$ cat config.mk
export PLATFORM = sky130hd
export DESIGN_NAME = hilbert_fir_real_to_iq
export DESIGN_NICKNAME = d
export VERILOG_FILES = /design/src/hfir_pkg.sv /design/src/hilbert_fir_real_to_iq.sv /design/src/hfir_dpath.sv /design/src/hfir_ctrl.sv
export SDC_FILE = /design/constraint.sdc
export NUM_CORES = 2
export LEC_CHECK = 0
export BUFFER_PORTS_ARGS = -buffer_cell sky130_fd_sc_hd__buf_2
export CAP_MARGIN = 10
export CORE_ASPECT_RATIO = 1.2
export CORE_MARGIN = 2
export CORE_UTILIZATION = 56
export CTS_CLUSTER_SIZE = 20
export DETAILED_ROUTE_END_ITERATION = 8
export GPL_TIMING_DRIVEN = 0
export PLACE_DENSITY = 0.79
export SLEW_MARGIN = 20
export SYNTH_ARGS = -nofsm -noshare
export SYNTH_HDL_FRONTEND = slang
export SYNTH_SLANG_ARGS = --single-unit
$ cat constraint.sdc
create_clock -name clk -period 7.2 [get_ports clk]
set_input_delay 1.08 -clock clk [delete_from_list [all_inputs] [get_ports clk]]
set_output_delay 1.08 -clock clk [all_outputs]
set_load 0.05 [all_outputs]
$ cat src/hfir_pkg.sv
package hfir_pkg;

  // default build options
  localparam int TAPS_DEFAULT  = 63;
  localparam int DELAY_DEFAULT = 31;

  // datapath widths
  localparam int SAMPLE_W = 16;
  localparam int COEF_W   = 18;   // signed Q1.16, magnitude stays below 2^17
  localparam int PROD_W   = SAMPLE_W + COEF_W;
  localparam int ACC_W    = 40;   // covers the longest filter with headroom

  // fixed-point constants for the coefficient build
  localparam longint unsigned PI_Q30  = 64'd3373259426;
  localparam longint unsigned ONE_Q30 = 64'd1073741824;

  // controller to datapath
  typedef struct packed {
    logic start;   // word taken: write history, clear accumulator
    logic issue;   // read one history entry for the current tap
    logic load;    // move the finished result into the output register
  } cmd_t;

  // datapath to controller
  typedef struct packed {
    logic busy;    // reads still in flight through the mac pipeline
  } sts_t;

endpackage

$ cat src/hilbert_fir_real_to_iq.sv
// real to iq converter: hamming-windowed hilbert fir plus matched delay
//
// input channel s_axis: one signed q15 sample per word
// output channel m_axis: one iq word per input word, real part in the low
//   half (input delayed by DELAY samples), imag part in the high half
//   (hilbert fir sum, rounded half up and saturated to 16 bits)
//
// one word is processed at a time; a single multiply-accumulate unit walks
// the TAPS history entries, one tap per cycle, out of a one-port history ram
// the result is loaded into the output register once the tap sweep and the
//   mac pipeline drain are done; s_axis_tready comes back in the same cycle
//   that m_axis_tvalid rises, so no new word is taken before the last is loaded
// the output register holds a finished word while the next one is computed;
//   if the receiver stalls and that register is still full at the end of
//   the next computation, the block waits there and keeps s_axis_tready low
// reset clears the history (per-entry valid bits), the write position and
//   all handshake state; unwritten history entries read as zero
module hilbert_fir_real_to_iq #(
  parameter int TAPS  = hfir_pkg::TAPS_DEFAULT,   // filter length, 7 to 255
  parameter int DELAY = hfir_pkg::DELAY_DEFAULT   // filter centre and real delay
) (
  input  logic        clk,
  input  logic        rst,
  input  logic        s_axis_tvalid,
  output logic        s_axis_tready,
  input  logic [15:0] s_axis_tdata,    // [15:0] sample
  output logic        m_axis_tvalid,
  input  logic        m_axis_tready,
  output logic [31:0] m_axis_tdata     // [15:0] real_part, [31:16] imag_part
);

  localparam int IDX_W = $clog2(TAPS);

  hfir_pkg::cmd_t   cmd;      // controller commands
  hfir_pkg::sts_t   sts;      // datapath status
  logic [IDX_W-1:0] tap;      // tap index being read

  logic signed [hfir_pkg::SAMPLE_W-1:0] real_part;
  logic signed [hfir_pkg::SAMPLE_W-1:0] imag_part;

  // sequencer: accept, tap sweep, pipeline drain, output hand-off
  hfir_ctrl #(
    .TAPS (TAPS)
  ) u_ctrl (
    .clk           (clk),
    .rst           (rst),
    .s_axis_tvalid (s_axis_tvalid),
    .s_axis_tready (s_axis_tready),
    .m_axis_tvalid (m_axis_tvalid),
    .m_axis_tready (m_axis_tready),
    .cmd           (cmd),
    .tap           (tap),
    .sts           (sts)
  );

  // history ram, coefficient rom, mac pipeline and output register
  hfir_dpath #(
    .TAPS  (TAPS),
    .DELAY (DELAY)
  ) u_dpath (
    .clk       (clk),
    .rst       (rst),
    .cmd       (cmd),
    .tap       (tap),
    .sample    (s_axis_tdata),
    .sts       (sts),
    .real_part (real_part),
    .imag_part (imag_part)
  );

  // pack the iq word, real in the low half
  assign m_axis_tdata = {imag_part, real_part};

endmodule

$ cat src/hfir_dpath.sv
module hfir_dpath #(
  parameter int TAPS  = hfir_pkg::TAPS_DEFAULT,
  parameter int DELAY = hfir_pkg::DELAY_DEFAULT
) (
  input  logic                                  clk,
  input  logic                                  rst,
  input  hfir_pkg::cmd_t                        cmd,
  input  logic [$clog2(TAPS)-1:0]               tap,
  input  logic signed [hfir_pkg::SAMPLE_W-1:0]  sample,
  output hfir_pkg::sts_t                        sts,
  output logic signed [hfir_pkg::SAMPLE_W-1:0]  real_part,
  output logic signed [hfir_pkg::SAMPLE_W-1:0]  imag_part
);

  localparam int IDX_W   = $clog2(TAPS);
  localparam int SPAN    = (TAPS > 1) ? TAPS - 1 : 1;
  localparam int DLY_IDX = DELAY % TAPS;
  localparam int SW      = hfir_pkg::SAMPLE_W;
  localparam int CW      = hfir_pkg::COEF_W;
  localparam int PW      = hfir_pkg::PROD_W;
  localparam int AW      = hfir_pkg::ACC_W;

  // coefficient table, built at elaboration
  logic signed [CW-1:0] coef [TAPS];

  for (genvar gk = 0; gk < TAPS; gk++) begin : g_coef
    localparam longint unsigned NUM0 = longint'(gk) % longint'(SPAN);
    localparam longint unsigned NUM1 = (2 * NUM0 > SPAN) ? SPAN - NUM0 : NUM0;
    localparam longint unsigned Q0   = 2 * NUM1;
    localparam bit              NEG  = (2 * Q0 > SPAN);
    localparam longint unsigned QA   = NEG ? SPAN - Q0 : Q0;
    localparam longint unsigned Y    = (hfir_pkg::PI_Q30 * QA) / SPAN;
    // taylor terms, truncated after each multiply and each divide
    localparam longint unsigned T1 = ((((hfir_pkg::ONE_Q30 * Y) >> 30) * Y) >> 30) / 2;
    localparam longint unsigned T2 = ((((T1 * Y) >> 30) * Y) >> 30) / 12;
    localparam longint unsigned T3 = ((((T2 * Y) >> 30) * Y) >> 30) / 30;
    localparam longint unsigned T4 = ((((T3 * Y) >> 30) * Y) >> 30) / 56;
    localparam longint unsigned T5 = ((((T4 * Y) >> 30) * Y) >> 30) / 90;
    localparam longint unsigned T6 = ((((T5 * Y) >> 30) * Y) >> 30) / 132;
    localparam longint unsigned T7 = ((((T6 * Y) >> 30) * Y) >> 30) / 182;
    localparam longint unsigned T8 = ((((T7 * Y) >> 30) * Y) >> 30) / 240;
    localparam longint unsigned T9 = ((((T8 * Y) >> 30) * Y) >> 30) / 306;
    localparam longint SUM = longint'(hfir_pkg::ONE_Q30) - longint'(T1) + longint'(T2)
                           - longint'(T3) + longint'(T4) - longint'(T5) + longint'(T6)
                           - longint'(T7) + longint'(T8) - longint'(T9);
    localparam longint COSV = NEG ? -SUM : SUM;
    localparam longint WNUM = 54 * longint'(hfir_pkg::ONE_Q30) - 46 * COSV;
    localparam int     N    = gk - DELAY;
    localparam longint unsigned MAG   = (N < 0) ? longint'(-N) : longint'(N);
    localparam longint unsigned NUMER = longint'(131072) * WNUM;
    localparam longint unsigned DENOM = 100 * hfir_pkg::PI_Q30 * ((MAG == 0) ? 1 : MAG);
    localparam longint unsigned R     = (NUMER + DENOM / 2) / DENOM;
    localparam longint CVAL = (MAG % 2 == 1) ? ((N < 0) ? -longint'(R) : longint'(R)) : 0;
    assign coef[gk] = CW'(CVAL);
  end

  // sample history with per-entry valid bits
  logic signed [SW-1:0] hist_mem [TAPS];
  logic [TAPS-1:0]      hist_vld;
  logic [IDX_W-1:0]     pos;
  logic [IDX_W-1:0]     rd_idx;

  // mac pipeline
  logic signed [SW-1:0] rd_data;
  logic                 rd_vld;
  logic [IDX_W-1:0]     k1;
  logic                 p1_en;
  logic signed [SW-1:0] samp;
  logic signed [PW-1:0] prod;
  logic                 p2_en;
  logic signed [AW-1:0] acc;
  logic signed [SW-1:0] dly_samp;

  // rounding and saturation
  logic signed [AW-1:0]    rnd;
  logic signed [AW-17:0]   rq;
  logic signed [SW-1:0]    imag_sat;

  always_ff @(posedge clk) begin
    if (cmd.start) begin
      hist_mem[pos] <= sample;
    end
    if (cmd.issue) begin
      rd_data <= hist_mem[rd_idx];
    end
  end

  always_ff @(posedge clk) begin
    if (rst) begin
      hist_vld <= '0;
      pos      <= '0;
      p1_en    <= 1'b0;
      p2_en    <= 1'b0;
    end else begin
      p1_en <= cmd.issue;
      p2_en <= p1_en;
      if (cmd.start) begin
        hist_vld[pos] <= 1'b1;
        pos <= (pos == IDX_W'(TAPS - 1)) ? '0 : pos + IDX_W'(1);
      end
    end
  end

  always_ff @(posedge clk) begin
    if (cmd.start) begin
      rd_idx <= pos;
      acc    <= '0;
    end else begin
      if (cmd.issue) begin
        rd_idx <= (rd_idx == '0) ? IDX_W'(TAPS - 1) : rd_idx - IDX_W'(1);
      end
      if (p2_en) begin
        acc <= acc + AW'(prod);
      end
    end
    if (cmd.issue) begin
      rd_vld <= hist_vld[rd_idx];
      k1     <= tap;
    end
    if (p1_en) begin
      prod <= PW'(coef[k1]) * PW'(samp);
      if (k1 == IDX_W'(DLY_IDX)) begin
        dly_samp <= samp;
      end
    end
    if (cmd.load) begin
      real_part <= dly_samp;
      imag_part <= imag_sat;
    end
  end

  assign samp = rd_vld ? rd_data : '0;

  // round half up, then clamp to 16 bits
  assign rnd = acc + AW'(32'sd32768);
  assign rq  = rnd[AW-1:16];

  always_comb begin
    if ((&rq[AW-17:SW-1]) || !(|rq[AW-17:SW-1])) begin
      imag_sat = rq[SW-1:0];
    end else if (rq[AW-17]) begin
      imag_sat = {1'b1, {(SW-1){1'b0}}};
    end else begin
      imag_sat = {1'b0, {(SW-1){1'b1}}};
    end
  end

  assign sts.busy = p1_en | p2_en;

endmodule

$ cat src/hfir_ctrl.sv
module hfir_ctrl #(
  parameter int TAPS = hfir_pkg::TAPS_DEFAULT
) (
  input  logic                    clk,
  input  logic                    rst,
  input  logic                    s_axis_tvalid,
  output logic                    s_axis_tready,
  output logic                    m_axis_tvalid,
  input  logic                    m_axis_tready,
  output hfir_pkg::cmd_t          cmd,
  output logic [$clog2(TAPS)-1:0] tap,
  input  hfir_pkg::sts_t          sts
);

  localparam int IDX_W = $clog2(TAPS);

  typedef enum logic [2:0] {
    ST_IDLE  = 3'b001,
    ST_ISSUE = 3'b010,
    ST_DRAIN = 3'b100
  } state_t;

  state_t state;
  state_t state_next;
  logic   out_free;

  // no word is taken while reset is held
  assign s_axis_tready = (state == ST_IDLE) && !rst;
  assign out_free      = !m_axis_tvalid || m_axis_tready;

  assign cmd.start = s_axis_tvalid && s_axis_tready;
  assign cmd.issue = (state == ST_ISSUE);
  assign cmd.load  = (state == ST_DRAIN) && !sts.busy && out_free;

  always_comb begin
    state_next = state;
    case (state)
      ST_IDLE: begin
        if (s_axis_tvalid) begin
          state_next = ST_ISSUE;
        end
      end
      ST_ISSUE: begin
        if (tap == IDX_W'(TAPS - 1)) begin
          state_next = ST_DRAIN;
        end
      end
      ST_DRAIN: begin
        if (!sts.busy && out_free) begin
          state_next = ST_IDLE;
        end
      end
      default: state_next = ST_IDLE;
    endcase
  end

  always_ff @(posedge clk) begin
    if (rst) begin
      state         <= ST_IDLE;
      tap           <= '0;
      m_axis_tvalid <= 1'b0;
    end else begin
      state <= state_next;
      if (cmd.start) begin
        tap <= '0;
      end else if (cmd.issue) begin
        tap <= tap + IDX_W'(1);
      end
      if (cmd.load) begin
        m_axis_tvalid <= 1'b1;
      end else if (m_axis_tready) begin
        m_axis_tvalid <= 1'b0;
      end
    end
  end

endmodule

# [Word-level counts from Yosys, hierarchy flattened]
# Memory sizes are Yosys's and may differ from the RTL's. A register that Yosys moved wholly into a read port is not among the register bits.
# Index checks and enable logic that the tools add are counted.
# Widths: inputs -> output; s select.
[totals] mem_count=2 mem_bits_rw=1008 romBits=1152 out_inout_bits=34 register_bits=216 input_bits=20 wordCells=80
[memory_table] name="(no name shown)" depth=64 width=18 read_ports=1 rd_clocked_by_memory_dff=0 write_ports=0 line="hfir_dpath.sv:121" source="prod <= PW'(coef[k1]) * PW'(samp);"
[memory_table] name="u_dpath.hist_mem" depth=63 width=16 read_ports=1 rd_clocked_by_memory_dff=1 write_ports=1 line="hfir_dpath.sv:58" source="logic signed [SW-1:0] hist_mem [TAPS];"
[op_classes] mul=1 n_eq_ne=9 muxes=21 reduce_logical=20 n_addsub=5 n_bitwise=3 n_lt_le_gt_ge=4
[ops] op="$or 63x63->63" count=1
[ops] op="$mux 16" count=3
[ops] op="$add 40x17->40 const B" count=1
[ops] op="$add 40x34->40" count=1
[ops] op="$mux 18" count=2
[ops] op="$mul 18x16->34" count=1
[ops] op="$mux 6" count=4
[ops] op="$lt 6x7->1 const B" count=2
[ops] op="$add 6x1->6 const B" count=2
[ops] op="$eq 6x6->1 const B" count=2
[ops] op="$mux 3" count=3
[ops] op="$pmux 3 s3" count=1
[ops] op="$reduce_and 9->1" count=1
[ops] op="$reduce_or 9->1" count=1
[ops] op="$ge 7x7->1 const B" count=1
[ops] op="$not 6->7" count=1
[ops] op="$bmux 1 s6" count=1
[ops] op="$demux 1 s6" count=1
[ops] op="$eq 6x5->1 const B" count=1
[ops] op="$ge 6x1->1 const B" count=1
[ops] op="$logic_and 1x1->1" count=6
[ops] op="$logic_not 6->1" count=1
[ops] op="$mux 1" count=6
[ops] op="$ne 2x2->1 const B" count=3
[ops] op="11 further kinds" count=16

# [Longest topological paths before layout]
[logic_depth] word_depth=5 mapped_depth=31 ltp_nobuf=28

# [By module]
# A second synthesis with hierarchy kept.
[hier_totals] hier_cells=4002 hier_area_um2=60364.1
[modules_own_cells] module="hfir_dpath" cells_each=3942 seq_area_each_um2=35824.4 n_inst=1 area_each_um2=59871.2
[modules_own_cells] module="hfir_ctrl" cells_each=60 seq_area_each_um2=200.2 n_inst=1 area_each_um2=493.0

# [Least setup slack after synthesis]
# Ideal clock, no wire load.
[synth_path] path_kind="flip-flop to flip-flop" startpoint="register u_dpath.k1[5]" endpoint="register u_dpath.prod[32] (data pin)" path_stages_with_launch=29 period_less_slack_ps=7029 setup_time_ps=259 t_required_ps=6941 t_arrival_ps=6770 slack_ps=171 path_buffers=3 cell_sequence="edfxtp_1 > clkbuf_1 > buf_1 > clkbuf_1 > a21oi_1 > nand2_1 > o211ai_1 > a31oi_1 > nand2_1 > fa_1 > inv_1 > fa_1 > inv_1 > fa_1 > inv_1 > fa_1 > fa_1 > inv_1 > fa_1 > inv_1 > ha_1 > and3_1 > nand2b_1 > o221ai_1 > o211ai_1 > nor3b_2 > o21ai_1 > nor2_1 > a211o_1"
[synth_between] elab_chain_len=5
[synth_lines] element="start, declared" line="hfir_dpath.sv:66" source="logic [IDX_W-1:0] k1;"
[synth_lines] element="start signal, assigned" line="hfir_dpath.sv:118" source="k1 <= tap;"
[synth_lines] element="$not 6->7 (not written as such)" line="hfir_dpath.sv:121"
[synth_lines] element="$mem_v2 64x18"
[synth_lines] element="$mux 18 (not written as such) (2 in series)" line="hfir_dpath.sv:121"
[synth_lines] element="$mul 18x16->34" line="hfir_dpath.sv:121"
[synth_lines] element="end signal, assigned" line="hfir_dpath.sv:121"
[synth_lines] element="end, declared" line="hfir_dpath.sv:69" source="logic signed [PW-1:0] prod;"
# Every way passes these cells. The select of a mux whose other input is x is not followed.
# A chain may end at the register's enable or synchronous reset.

# [Final worst setup path]
[layout_path] startpoint="register u_dpath.k1[1]" endpoint="register u_dpath.prod[31] (data pin)"
# Same word-level chain as after synthesis.

==> out/metrics.cfg <==
[clock_tree]
clock_sinks=1240
tritoncts=done
clk_pin_slew_ps=60
postCtsHoldBufs=0
root_buffer=clkbuf_16
clkLatencyLatePin_ps=770
numCtsBuffers=113
cts_max_level=3
clockBufferDepth=3

[synthesis]
synth_nets=4582
synth_edf_count=1119
synthCells=4149
syn_area_um2=60600
ys_async_sr_fraction=0
ys_seq_elements=1240
synth_cell_types=81
yosysSeqAreaShare=0.594
synth_ff_type=edfxtp_1
yosys_warnings=0
synth_area_per_cell_um2=14.6

[pwr]
total_power_mw=16.0
pwr_density_cell_nw_per_um2=233
leakage_nw=24.9
irDropWorstVdd_mv=0.259

[routing]
drt_iter0_drc=4448
firstDrtPassIters=7
drc=0
wl_per_cell_um=27.6
wl_um=163000
drtAntennaViolNets=0
routed_via_density=6.37
vias=37600

[job]
maxCapViolCount=0

[hold_path]
hp-start=u_dpath.dly_samp[10]
hold_path_class=flip-flop to flip-flop

[floorplanning]
dieWidth_um=304
dieArea_um2=111000
core-area_um2=108000
rows=132
pin_count=54
start_util=0.563
die_h_um=364

[placed_design]
place_area_um2=63400
gp_congestion=0.968
dp_cells=5643
dp_hpwl_um=110000
numPortBuffers=52

[timing]
worstMarginPinSlew_ps=1210
report.final.setup_viol=0
rsz0062_at_grt=yes
final.setup.tns_ps=0
final_hold_viol_count=0
drv_slew=0
finalClockSkew_ps=103
period_share=0.990
fmax_ghz=0.140
slew_headroom=0.191
finalCriticalPeriod_ps=7120

[worst_setup_path]
path_class=flip-flop to flip-flop
required_ps=7670
cp-start-kind=flip-flop
arrival_ps=7600
reg2reg_from=u_dpath.k1[1]
cp_max_fo=7
end_kind=flip-flop
startpoint=u_dpath.k1[1]

[finish]
final_common_cell=edfxtp_1
final_cell_mix=edfxtp_1, nor2_1, inv_1, fa_1, nand2_1
nets=4837
syn2layout_area_growth_pct=13.1
fillers=7418
stdcell_area_um2=68500
drive_above_1_share=0.186
final_cell_count_no_fill=5903

[global_route]
grt.busiest_layer=met2
grt_antenna_before_repair=6
track_usage=0.294
grt_use_met2=0.490
first_global_vias=37400
met3_usage=0.0603
grt_pass1_wl_um=239000
grt_max_degree=64
grt_util_met1=0.348
grt-ovfl-total=0

[status]
outcome=complete, no violations

[Yosys cell counts (5+ instances only)]
cell       number  area, µm²
mux2_2          7       78.8
nor2_1        455       1710
clkinv_1        8       30.0
nor3b_1         6       45.0
o21a_1         16        120
buf_1          21       78.8
clkbuf_1      123        462
and2_1         13       81.3
nand3_1        46        230
a21o_1         38        285
dfxtp_1       121       2420
xnor2_1        62        543
o21ai_0       103        515
fa_1          282       5650
a31oi_1        16        100
mux2i_1       185       1850
nor2b_1        19        119
or2_2          11       68.8
a22oi_1         8       60.1
nand3b_1        7       52.6
a21oi_1       142        711
o211ai_1       10       75.1
xor2_1         32        280
a211o_1         5       43.8
nor3_1         38        190
o21ai_1         7       35.0
ha_1          131       1640
a211oi_1       12       90.1
and3_1         19        119
or3_1           9       56.3
nand4_1        15       93.8
edfxtp_1     1119      33600
buf_2          32        160
buf_4          15        113
inv_1         352       1320
nand2b_1       18        113
o21bai_1        9       67.6
mux4_2        222       5000
nand2_1       242        908
o221ai_1       69        604
o22ai_1        35        219
a2111oi_0       6       52.6
[metrics by stage]
step	util	hold WS, ps	worst slack [ps]
detailed placement	0.589	406	-1360
CTS	0.630	420	5.56
finish	0.636	420	75.3
global route	0.636	429	-108
global placement	0.582	401	-1390
floorplan	-	400	171
[flip-flops by register name, indices dropped and copies added (netlist names), 3 cells and up]
register           cells
u_dpath.hist_mem    1008
u_dpath.hist_vld      63
u_dpath.acc           40
u_dpath.prod          34
u_dpath.dly_samp      16
u_dpath.imag_part     16
u_dpath.rd_data       16
u_dpath.real_part     16
u_ctrl.tap             6
u_dpath.k1             6
u_dpath.pos            6
u_dpath.rd_idx         6
u_ctrl.state           3
[metal layers]
layer  share of wire  up-vias
li1                -    15700
met1            0.34    18800
met2            0.49     2454
met3            0.10      606
met4           0.078       10
met5         0.00039        -
[worst max-delay path, stage by stage (launching register included)]
cell and delay, ps:
edfxtp_1 490, buf_4 180, nor2b_4 150, nor2_4 140, o22ai_2 90, a221oi_2 340, o21a_2 250, buf_4 180
nor2_1 60, fa_1 540, inv_1 50, fa_1 400, fa_1 510, fa_1 550, inv_1 50, fa_1 470
inv_1 50, fa_1 480, inv_1 50, ha_2 300, a211o_1 360, o22a_1 210, o211ai_1 200, a21oi_2 140
o2111ai_2 230, nand4_1 130, a21oi_2 170, xnor2_1 90
[path summary, 6_finish.rpt]
| kind | end | slack, ps | cells past startpoint |
|---|---|---|---|
| min reg2reg | u_dpath.real_part[10] | 420 | 0 |
| max | u_dpath.prod[31] | 80 | 27 |
| max reg2reg | u_dpath.prod[31] | 80 | 27 |
| min | u_dpath.real_part[10] | 420 | 0 |
[layout make-up]
cell class / count / area (µm²) / area share
sequential: 1240 / 36000 / 0.526
inverter: 361 / 1370 / 0.0201
buffer: 184 / 898 / 0.0131
clock buffer: 138 / 2980 / 0.0435
multi-input combinational: 2354 / 23300 / 0.340
tap: 1407 / 1760 / 0.0257
antenna: 1 / 2.50 / 0.0000365
clock inverter: 68 / 878 / 0.0128
timing repair buffer: 150 / 1320 / 0.0192
[power by group]
part           switching [mW]  internal (mW)
logic                    1.17          0.676
registers              0.0242           7.90
clock network            2.72           3.51
total                    3.91           12.1
[repair_timing]
| action | 4_1_cts | 5_1_grt |
|---|---|---|
| gates resized for setup | 103 | 113 |
| setup endpoints to repair | 22 | 15 |
| gates cloned | 0 | 2 |
| setup buffers | 22 | 39 |
| pin swaps | 17 | 36 |
[cell families (layout without fill, tap and decap cells)]
logic type / after synthesis / count (layout) / synth area share
xor+xnor: 94 / 94 / 0.0136
other cells: 0 / 1 / 0
flops: 1240 / 1240 / 0.594
simple gates: 915 / 915 / 0.0650
buf+inv: 555 / 901 / 0.0361
fa+ha+maj: 414 / 414 / 0.120
compound gates: 517 / 517 / 0.0561
mux: 414 / 414 / 0.114
(Power assumes the default switching activity.)
